===== src/rtl/rps_pkg.sv =====
// Shared constants and types for the projection profile row segmenter.
// No dependencies; used by every module in rtl/.
`timescale 1ns / 1ps

package rps_pkg;

    localparam int MAX_DIM_DEFAULT = 4096;

    localparam int CFG_W     = 13;
    localparam int CFG_IDX_W = 2;
    localparam int PIX_W     = 8;
    localparam int PARAM_W   = 8;
    localparam int SEG_W     = 12;

    localparam logic [PIX_W-1:0] FG_VALUE = 8'd255;

    localparam logic [CFG_W-1:0]   WIDTH_RESET   = 13'd640;
    localparam logic [CFG_W-1:0]   HEIGHT_RESET  = 13'd480;
    localparam logic [PARAM_W-1:0] MIN_RUN_RESET = 8'd15;
    localparam logic [PARAM_W-1:0] PAD_RESET     = 8'd4;

    typedef enum logic [CFG_IDX_W-1:0] {
        CFG_FRAME_WIDTH  = 2'd0,
        CFG_FRAME_HEIGHT = 2'd1,
        CFG_MIN_RUN      = 2'd2,
        CFG_PAD          = 2'd3
    } cfg_index_t;

    typedef struct packed {
        logic [SEG_W-1:0] high;
        logic [SEG_W-1:0] low;
    } seg_t;

endpackage


===== src/rtl/rps_cfg_regs.sv =====
// Configuration register file: frame size, minimum run length and padding.
// Depends on rps_pkg; frame dimensions leave here already clamped to 1..MAX_DIM.
`timescale 1ns / 1ps

module rps_cfg_regs #(
    parameter int MAX_DIM = rps_pkg::MAX_DIM_DEFAULT,
    localparam int DIM_W  = $clog2(MAX_DIM + 1)
) (
    input  logic                        clk,
    input  logic                        rst_n,
    input  logic                        cfg_valid,
    output logic                        cfg_ready,
    input  logic [rps_pkg::CFG_IDX_W-1:0] cfg_index,
    input  logic [rps_pkg::CFG_W-1:0]   cfg_data,
    output logic [DIM_W-1:0]            frame_w,
    output logic [DIM_W-1:0]            frame_h,
    output logic [rps_pkg::PARAM_W-1:0] min_run,
    output logic [rps_pkg::PARAM_W-1:0] pad
);

    localparam int CMP_W = (DIM_W > rps_pkg::CFG_W) ? DIM_W : rps_pkg::CFG_W;

    logic [rps_pkg::CFG_W-1:0]   width_reg;
    logic [rps_pkg::CFG_W-1:0]   height_reg;
    logic [rps_pkg::PARAM_W-1:0] min_run_reg;
    logic [rps_pkg::PARAM_W-1:0] pad_reg;

    function automatic logic [DIM_W-1:0] clamp_dim(input logic [rps_pkg::CFG_W-1:0] v);
        logic [CMP_W-1:0] v_ext;
        v_ext = CMP_W'(v);
        if (v_ext == '0)
            return DIM_W'(1);
        else if (v_ext > CMP_W'(MAX_DIM))
            return DIM_W'(MAX_DIM);
        else
            return DIM_W'(v_ext);
    endfunction

    assign cfg_ready = 1'b1;

    always_ff @(posedge clk or negedge rst_n)
    begin
        if (!rst_n)
        begin
            width_reg   <= rps_pkg::WIDTH_RESET;
            height_reg  <= rps_pkg::HEIGHT_RESET;
            min_run_reg <= rps_pkg::MIN_RUN_RESET;
            pad_reg     <= rps_pkg::PAD_RESET;
        end
        else if (cfg_valid && cfg_ready)
        begin
            unique case (rps_pkg::cfg_index_t'(cfg_index))
                rps_pkg::CFG_FRAME_WIDTH:  width_reg   <= cfg_data;
                rps_pkg::CFG_FRAME_HEIGHT: height_reg  <= cfg_data;
                rps_pkg::CFG_MIN_RUN:      min_run_reg <= cfg_data[rps_pkg::PARAM_W-1:0];
                rps_pkg::CFG_PAD:          pad_reg     <= cfg_data[rps_pkg::PARAM_W-1:0];
                default:
                begin
                end
            endcase
        end
    end

    assign frame_w = clamp_dim(width_reg);
    assign frame_h = clamp_dim(height_reg);
    assign min_run = min_run_reg;
    assign pad     = pad_reg;

endmodule


===== src/rtl/rps_row_profile.sv =====
// Column and row tracking, per-row foreground flag and run detector.
// Depends on rps_pkg; produces at most one segment per step (padded when a run closes).
`timescale 1ns / 1ps

module rps_row_profile #(
    parameter int MAX_DIM = rps_pkg::MAX_DIM_DEFAULT,
    localparam int DIM_W  = $clog2(MAX_DIM + 1)
) (
    input  logic                        clk,
    input  logic                        rst_n,
    input  logic                        step,
    input  logic                        fg,
    input  logic [DIM_W-1:0]            frame_w,
    input  logic [DIM_W-1:0]            frame_h,
    input  logic [rps_pkg::PARAM_W-1:0] min_run,
    input  logic [rps_pkg::PARAM_W-1:0] pad,
    output logic                        seg_valid,
    output rps_pkg::seg_t               seg
);

    localparam int POS_W = $clog2(MAX_DIM);
    localparam int INC_W = DIM_W + 1;
    localparam int SUM_W = ((POS_W > rps_pkg::PARAM_W) ? POS_W : rps_pkg::PARAM_W) + 1;
    localparam int SegW  = rps_pkg::SEG_W;

    logic [POS_W-1:0] col_reg, col_next;
    logic [POS_W-1:0] row_reg, row_next;
    logic             hit_reg, hit_next;
    logic             open_reg, open_next;
    logic [POS_W-1:0] start_reg, start_next;

    logic [INC_W-1:0] col_inc;
    logic [INC_W-1:0] row_inc;
    logic             hit;
    logic             row_end;
    logic             frame_end;
    logic             open_after;
    logic [POS_W-1:0] start_after;
    logic [SUM_W-1:0] run_len;
    logic             emit_close;
    logic             emit_frame;
    logic [SUM_W-1:0] lo_close;
    logic [SUM_W-1:0] hi_sum;
    logic [SUM_W-1:0] h_last;
    logic [SUM_W-1:0] hi_close;

    assign hit       = hit_reg | fg;
    assign col_inc   = INC_W'(col_reg) + INC_W'(1);
    assign row_inc   = INC_W'(row_reg) + INC_W'(1);
    assign row_end   = !(col_inc < INC_W'(frame_w));
    assign frame_end = !(row_inc < INC_W'(frame_h));

    assign open_after  = hit;
    assign start_after = (hit && !open_reg) ? row_reg : start_reg;

    assign run_len = (row_reg >= start_reg) ? SUM_W'(row_reg - start_reg) : '0;
    assign emit_close = row_end && !hit && open_reg && (run_len > SUM_W'(min_run));
    assign emit_frame = row_end && frame_end && open_after;

    assign lo_close = (SUM_W'(start_reg) >= SUM_W'(pad)) ? SUM_W'(start_reg) - SUM_W'(pad) : '0;
    assign hi_sum   = SUM_W'(row_reg) + SUM_W'(pad);
    assign h_last   = SUM_W'(frame_h) - SUM_W'(1);
    assign hi_close = (hi_sum > h_last) ? h_last : hi_sum;

    always_comb
    begin
        seg_valid = emit_close || emit_frame;
        if (emit_close)
        begin
            seg.low  = SegW'(lo_close);
            seg.high = SegW'(hi_close);
        end
        else
        begin
            seg.low  = SegW'(start_after);
            seg.high = SegW'(h_last);
        end
    end

    always_comb
    begin
        col_next   = col_reg;
        row_next   = row_reg;
        hit_next   = hit_reg;
        open_next  = open_reg;
        start_next = start_reg;
        if (!row_end)
        begin
            col_next = POS_W'(col_inc);
            hit_next = hit;
        end
        else
        begin
            col_next = '0;
            hit_next = 1'b0;
            if (frame_end)
            begin
                row_next   = '0;
                open_next  = 1'b0;
                start_next = '0;
            end
            else
            begin
                row_next   = POS_W'(row_inc);
                open_next  = open_after;
                start_next = start_after;
            end
        end
    end

    always_ff @(posedge clk or negedge rst_n)
    begin
        if (!rst_n)
        begin
            col_reg   <= '0;
            row_reg   <= '0;
            hit_reg   <= 1'b0;
            open_reg  <= 1'b0;
            start_reg <= '0;
        end
        else if (step)
        begin
            col_reg   <= col_next;
            row_reg   <= row_next;
            hit_reg   <= hit_next;
            open_reg  <= open_next;
            start_reg <= start_next;
        end
    end

endmodule


===== src/rtl/projection_profile_row_segmenter.sv =====
// Top level of the projection profile row segmenter: input register, row
// profile core, output register. Depends on rps_pkg, rps_cfg_regs, rps_row_profile.
//
//  channel  | direction | handshake          | payload
//  ---------+-----------+--------------------+-------------------------------
//  s_axis   | in        | s_tvalid/s_tready  | s_tdata[7:0]   pixel
//  m_axis   | out       | m_tvalid/m_tready  | m_tdata[23:0]  seg_low, seg_high
//  cfg      | in        | cfg_valid/cfg_ready| cfg_index[1:0], cfg_data[12:0]
//
// One pixel per clock sustained while the output register is not held; a segment is offered
// on m_axis once the pixel that ends its row has passed the input and output registers.
// The foreground compare feeds the input register; the counter update sits between the two.
// m_tready low holds the output register; the input register still takes one
// more pixel. cfg_ready is always high. Reset clears all counters and the run.
`timescale 1ns / 1ps

module projection_profile_row_segmenter #(
    parameter int MAX_DIM = rps_pkg::MAX_DIM_DEFAULT
) (
    input  logic                          clk,
    input  logic                          rst_n,
    input  logic                          s_tvalid,
    output logic                          s_tready,
    input  logic [rps_pkg::PIX_W-1:0]     s_tdata,   // [7:0] pixel
    output logic                          m_tvalid,
    input  logic                          m_tready,
    output logic [2*rps_pkg::SEG_W-1:0]   m_tdata,   // [11:0] seg_low, [23:12] seg_high
    input  logic                          cfg_valid,
    output logic                          cfg_ready,
    input  logic [rps_pkg::CFG_IDX_W-1:0] cfg_index,
    input  logic [rps_pkg::CFG_W-1:0]     cfg_data
);

    localparam int DIM_W = $clog2(MAX_DIM + 1);

    logic                        in_valid_reg;
    logic                        fg_reg;
    logic                        out_valid_reg;
    rps_pkg::seg_t               seg_reg;
    logic                        advance;
    logic [DIM_W-1:0]            frame_w;
    logic [DIM_W-1:0]            frame_h;
    logic [rps_pkg::PARAM_W-1:0] min_run;
    logic [rps_pkg::PARAM_W-1:0] pad;
    logic                        seg_valid;
    rps_pkg::seg_t               seg;

    rps_cfg_regs #(
        .MAX_DIM (MAX_DIM)
    ) u_cfg (
        .clk       (clk),
        .rst_n     (rst_n),
        .cfg_valid (cfg_valid),
        .cfg_ready (cfg_ready),
        .cfg_index (cfg_index),
        .cfg_data  (cfg_data),
        .frame_w   (frame_w),
        .frame_h   (frame_h),
        .min_run   (min_run),
        .pad       (pad)
    );

    rps_row_profile #(
        .MAX_DIM (MAX_DIM)
    ) u_profile (
        .clk       (clk),
        .rst_n     (rst_n),
        .step      (advance),
        .fg        (fg_reg),
        .frame_w   (frame_w),
        .frame_h   (frame_h),
        .min_run   (min_run),
        .pad       (pad),
        .seg_valid (seg_valid),
        .seg       (seg)
    );

    assign advance  = in_valid_reg && (!out_valid_reg || m_tready);
    assign s_tready = !in_valid_reg || advance;

    always_ff @(posedge clk or negedge rst_n)
    begin
        if (!rst_n)
        begin
            in_valid_reg <= 1'b0;
        end
        else if (s_tready)
        begin
            in_valid_reg <= s_tvalid;
        end
    end

    always_ff @(posedge clk)
    begin
        if (s_tvalid && s_tready)
        begin
            fg_reg <= (s_tdata == rps_pkg::FG_VALUE);
        end
    end

    always_ff @(posedge clk or negedge rst_n)
    begin
        if (!rst_n)
        begin
            out_valid_reg <= 1'b0;
        end
        else if (advance)
        begin
            out_valid_reg <= seg_valid;
        end
        else if (m_tready)
        begin
            out_valid_reg <= 1'b0;
        end
    end

    always_ff @(posedge clk)
    begin
        if (advance && seg_valid)
        begin
            seg_reg <= seg;
        end
    end

    assign m_tvalid = out_valid_reg;
    assign m_tdata  = seg_reg;

`ifndef SYNTHESIS
    a_stall_blocks_input: assert property (@(posedge clk) disable iff (!rst_n)
        in_valid_reg && out_valid_reg && !m_tready |-> !s_tready)
        else $error("input taken while both stages are full");

    a_transfer_lands: assert property (@(posedge clk) disable iff (!rst_n)
        s_tvalid && s_tready |=> in_valid_reg)
        else $error("accepted pixel not held in input register");

    a_result_from_step: assert property (@(posedge clk) disable iff (!rst_n)
        $rose(m_tvalid) |-> $past(advance))
        else $error("result raised without a processed pixel");
`endif

endmodule


===== config.mk =====
export PLATFORM = sky130hd
export DESIGN_NAME = projection_profile_row_segmenter
export DESIGN_NICKNAME = d
export VERILOG_FILES = /design/src/rtl/rps_pkg.sv /design/src/rtl/rps_cfg_regs.sv /design/src/rtl/rps_row_profile.sv /design/src/rtl/projection_profile_row_segmenter.sv
export SDC_FILE = /design/constraint.sdc
export NUM_CORES = 1
export LEC_CHECK = 0
export ABC_AREA = 1
export BUFFER_PORTS_ARGS = -buffer_cell sky130_fd_sc_hd__buf_2
export CAP_MARGIN = 0
export CORE_MARGIN = 5
export CORE_UTILIZATION = 60
export CTS_BUF_LIST = sky130_fd_sc_hd__clkbuf_8
export DETAILED_ROUTE_END_ITERATION = 10
export MAX_ROUTING_LAYER = met4
export PLACE_DENSITY = 0.83
export SLEW_MARGIN = 20
export SYNTH_ARGS = -nofsm -noshare
export SYNTH_HDL_FRONTEND = slang
export SYNTH_SLANG_ARGS = --single-unit

===== constraint.sdc =====
create_clock -name clk -period 7.9 [get_ports clk]
set_input_delay 1.185 -clock clk [delete_from_list [all_inputs] [get_ports clk]]
set_output_delay 1.185 -clock clk [all_outputs]
set_load 0.005 [all_outputs]

==> results.md <==
- The first TritonRoute pass finished after 5 iterations.
- The master of the slowest instance on the critical path is sky130_fd_sc_hd__nand3_2.
- The root buffer cell is sky130_fd_sc_hd__clkbuf_8.
- The fraction of the cycle the final worst path needs is 0.546.
- The number of gates resized after CTS was 0.
- In the global route stage, overall resource usage came out at 0.258.
- The full die area is 15700 um^2.
- The path class of the tightest hold or removal check is flip-flop to flip-flop.
- The count of final max-slew check failures is 0.
- The cell count after synthesis is 1089.
- After the first detailed-routing iteration, the DRC count stood at 696.
- The largest fanout on the critical path is 48.
- The number of cells on the worst hold path is 2.
- The number of nets in the synthesized netlist is about 1200.
- The maximum number of pins on one net before global-route repair is 83.
- For the pin with the worst max-slew slack, the measured transition is between 0.9 and 1 ns.
- Summing over every cut layer, the via total after detailed routing is 7262.
- The worst setup path is launched from a flip-flop.
- Setup repair after global routing left no endpoint under its margin.
- The initialized floorplan defines 42 standard-cell rows.
- After the last flow step, the layout net total stands at 1239.
- The number of setup buffers added after CTS is 0.
- The yosys synthesis warning count is 0.
- After synthesis, the share of flip-flops with an asynchronous set or reset is 0.766.
- Of the post-synthesis cell area, the dominant cell type holds 0.222.
- A synthesized cell averages ~7.3 um^2.
- The estimated wirelength of the detail-placed design is 15100 um.
- The count of buffering cells on the critical path with inverters included is 3.
- The total count of hold-check failures in the final report is 0.
- The most common library cell in the layout ignoring fill and taps is sky130_fd_sc_hd__nand2_1.
- The flip-flop count of the largest register, all copies and words added is 24.
- The flow ran to the end, and the final reports show no timing, DRC or antenna violations.
- The detail route stage leaves a number of antenna-violating nets equal to 0.
- Synthesis instantiated 45 different standard cells from the library.
- The top cell types in the final layout, fill and taps aside, are 351 x sky130_fd_sc_hd__nand2_1, 138 x sky130_fd_sc_hd__inv_1, 78 x sky130_fd_sc_hd__o21ai_0.
- The endpoint kind of the worst setup timing path is a flip-flop.
- The count of cells in the finished layout, fillers not included, comes to about 1300.
- The setup TNS is 0 ns.
- Data on the critical path arrives at its endpoint at 4.51 ns.
- After detailed placement, the total cell area comes to between 8000 and 9000 um^2.
- The share of post-route cells with drive strength above 1 is 0.0880.
- The total wire length is 19300 um.
- In this run the vertical extent of the chip is ~130 um.
- Dividing total power by cell area gives a power density of 301 nW/um^2.
- For this run, the top clock speed supported by timing is 0.232 GHz.
- The number of buffers added to fix hold violations after cts is 0.
- In the routed layout, each cell is associated on average with a via count of 5.53.
- The mapped netlist covers 8000 um^2.
- The level count of the clock H-tree is 3.
- In this run the horizontal extent of the chip is around 130 um.
- During placement, the flow inserted port buffers numbering 53.
- For the worst setup path, the data required time is 8.09 ns.
- The post-detailed-route DRC marker count is 0.
- The number of antenna violations at the first check in global routing was 0.
- The clock period minus final worst setup slack is around 4.3 ns.
- Clock tree synthesis found a total of 107 sinks.
- The antenna diode instance count is 0.
- The standard cell core area is 13100 um^2.
- The post-placement cell count is between 1000 and 1500.
- The clock-pin slew of the registers on the worst-case setup and hold paths is around 0.11 ns.
- The placer congestion estimate is 0.966.
- The number of global-route vias before repair is 6919.
- The most used flip-flop cell after synthesis is sky130_fd_sc_hd__dfrtp_1.
- The kind of cell with the highest combined delay along the critical path is simple AND/OR/NAND/NOR gates.
- For this design the top-level I/O count stands at 55.
- The tightest hold path in the finished design has a slack of a little under 0.5 ns.
- The starting density of the core is 0.609.
- The setup-violating endpoint count in the final report is 0.
- For this design the static power due to leakage is 4.48 nW.
- For the worst-skew pair, the clock arrives at the later sink with an insertion delay of 0.40 ns.
- Global routing finished with a remaining overflow of 0.
- The peak ir drop on the vdd network is 0.169 mV.
- By area the synthesized netlist is led by sky130_fd_sc_hd__dfrtp_1 22%, sky130_fd_sc_hd__nand2_1 16%, sky130_fd_sc_hd__ha_1 12%.
- Traced cell by cell, the critical path runs through inv_1 > ha_1 > nand2_2 > inv_1 > nand2_1 > nand2_1 > a21oi_1 > nand3_2 > inv_1 > nor2_1 > ha_1 > nand2_1 > o21ai_0 > o21bai_1 > a21boi_0 > o21bai_1 > nand2_2 > nand3_2 > o21ai_1.
- Summing all non-filler instances in the final layout gives an area of 8540 um^2.
- The length in cells of the worst reg-to-reg path is 19.
- Of all cell types, the one taking the most synthesized area is sky130_fd_sc_hd__dfrtp_1.
- The critical path runs through a total of 19 cells.
- The number of storage elements in the synthesis netlist is about 110.
- The final design utilization is 0.650.
- Max-cap violations in this run came to 0.
- The largest incremental delay on the critical path is around 0.70 ns.
- In this run, synthesis inferred 25 flip-flops with an integrated enable.
- The global-route wire length before repair is approximately 32000 um.
- TritonCTS built the clock tree.
- Counting the buffers created by CTS gives 9.
- Compared with the post-synthesis result, the final layout area differs by 6.76%.
- Headroom to the max-slew limit came out at 0.343.
- The register area share after synthesis is 0.352.
- The longest clock path from root to sink contains 2 buffers.
- The clock arrives with 0.0173 ns of skew.
- The worst setup path is of the flip-flop to flip-flop kind.
- Dividing the detail-routed wire length by the instance count gives 14.7 um.
## metrics by stage
stage,setup WS [ns],power [mW]
6_report,3.59,2.57
2_1_floorplan,4.31,1.90
3_5_place_dp,3.47,2.24
4_1_cts,3.34,2.56
3_3_place_gp,3.60,2.19
5_1_grt,3.13,2.83
## power by group
part	switching [mW]	internal, mW
sequential	0.0889	0.678
combinational	0.959	0.529
clock	0.202	0.116
## logic make-up (layout without fill, tap and decap cells)
| kind of cell | Yosys count | count (layout) | synth area share |
|---|---|---|---|
| other | 1 | 1 | 0.000469 |
| adders and majority gates | 79 | 79 | 0.126 |
| DFF | 107 | 107 | 0.352 |
| buffers and inverters | 158 | 206 | 0.0801 |
| and+or+nand+nor | 534 | 534 | 0.281 |
| AOI/OAI and AO/OA | 164 | 164 | 0.109 |
| xor gates and xnor gates | 43 | 43 | 0.0471 |
| muxes | 3 | 3 | 0.00375 |
## routing by layer
metal	GRT usage	wire, um	share of wire	vias to the layer above
li1	-	-	-	3630
met1	0.337	8610	0.45	3354
met2	0.403	8940	0.46	229
met3	0.0537	1210	0.063	49
met4	0.0842	548	0.028	0
met5	-	0	0	-
## worst reg2reg max path: stages, from the launching register on
cell and delay (ns):
sky130_fd_sc_hd__dfrtp_1 0.46, sky130_fd_sc_hd__inv_1 0.10, sky130_fd_sc_hd__ha_1 0.42, sky130_fd_sc_hd__nand2_2 0.14, sky130_fd_sc_hd__inv_1 0.04, sky130_fd_sc_hd__nand2_1 0.06, sky130_fd_sc_hd__nand2_1 0.06, sky130_fd_sc_hd__a21oi_1 0.17
sky130_fd_sc_hd__nand3_2 0.20, sky130_fd_sc_hd__inv_1 0.20, sky130_fd_sc_hd__nor2_1 0.07, sky130_fd_sc_hd__ha_1 0.31, sky130_fd_sc_hd__nand2_1 0.08, sky130_fd_sc_hd__o21ai_0 0.17, sky130_fd_sc_hd__o21bai_1 0.07, sky130_fd_sc_hd__a21boi_0 0.16
sky130_fd_sc_hd__o21bai_1 0.11, sky130_fd_sc_hd__nand2_2 0.11, sky130_fd_sc_hd__nand3_2 0.71, sky130_fd_sc_hd__o21ai_1 0.50
## path summary, 6_finish.rpt
kind	start	to	slack, ns
max	u_profile.start_reg[8]$_DFFE_PN0P_	m_tdata[5]$_DFFE_PP_	3.59
min	u_profile.hit_reg$_DFFE_PN0P_	u_profile.hit_reg$_DFFE_PN0P_	0.49
max reg2reg	u_profile.start_reg[8]$_DFFE_PN0P_	m_tdata[5]$_DFFE_PP_	3.59
min reg2reg	u_profile.hit_reg$_DFFE_PN0P_	u_profile.hit_reg$_DFFE_PN0P_	0.49
max in group asynchronous	rst_n	u_profile.row_reg[9]$_DFFE_PN0P_	6.55
min in group asynchronous	rst_n	u_profile.col_reg[6]$_DFFE_PN0P_	0.80
## layout make-up
class | instances | area (um^2)
Sequential cell | 107 | 2820
Inverter | 137 | 514
Timing Repair Buffer | 53 | 272
Fill cell | 1182 | 4600
Multi-Input combinational cell | 824 | 4550
Clock buffer | 9 | 124
Tap cell | 176 | 220
Clock inverter | 7 | 47.5
## Yosys cell counts, drive strengths merged, types with 4 or more instances
cell    count
nand2     358
inv       136
o21ai     102
ha         76
dfrtp      71
nor2       70
nand3      57
a21oi      42
xor2       36
edfxtp     25
nand4      19
nor3       17
buf        11
dfstp      11
clkbuf     10
xnor2       7
or2         6
nand3b      5
a21o        4
No activity file was read; power rests on OpenSTA's default activity.
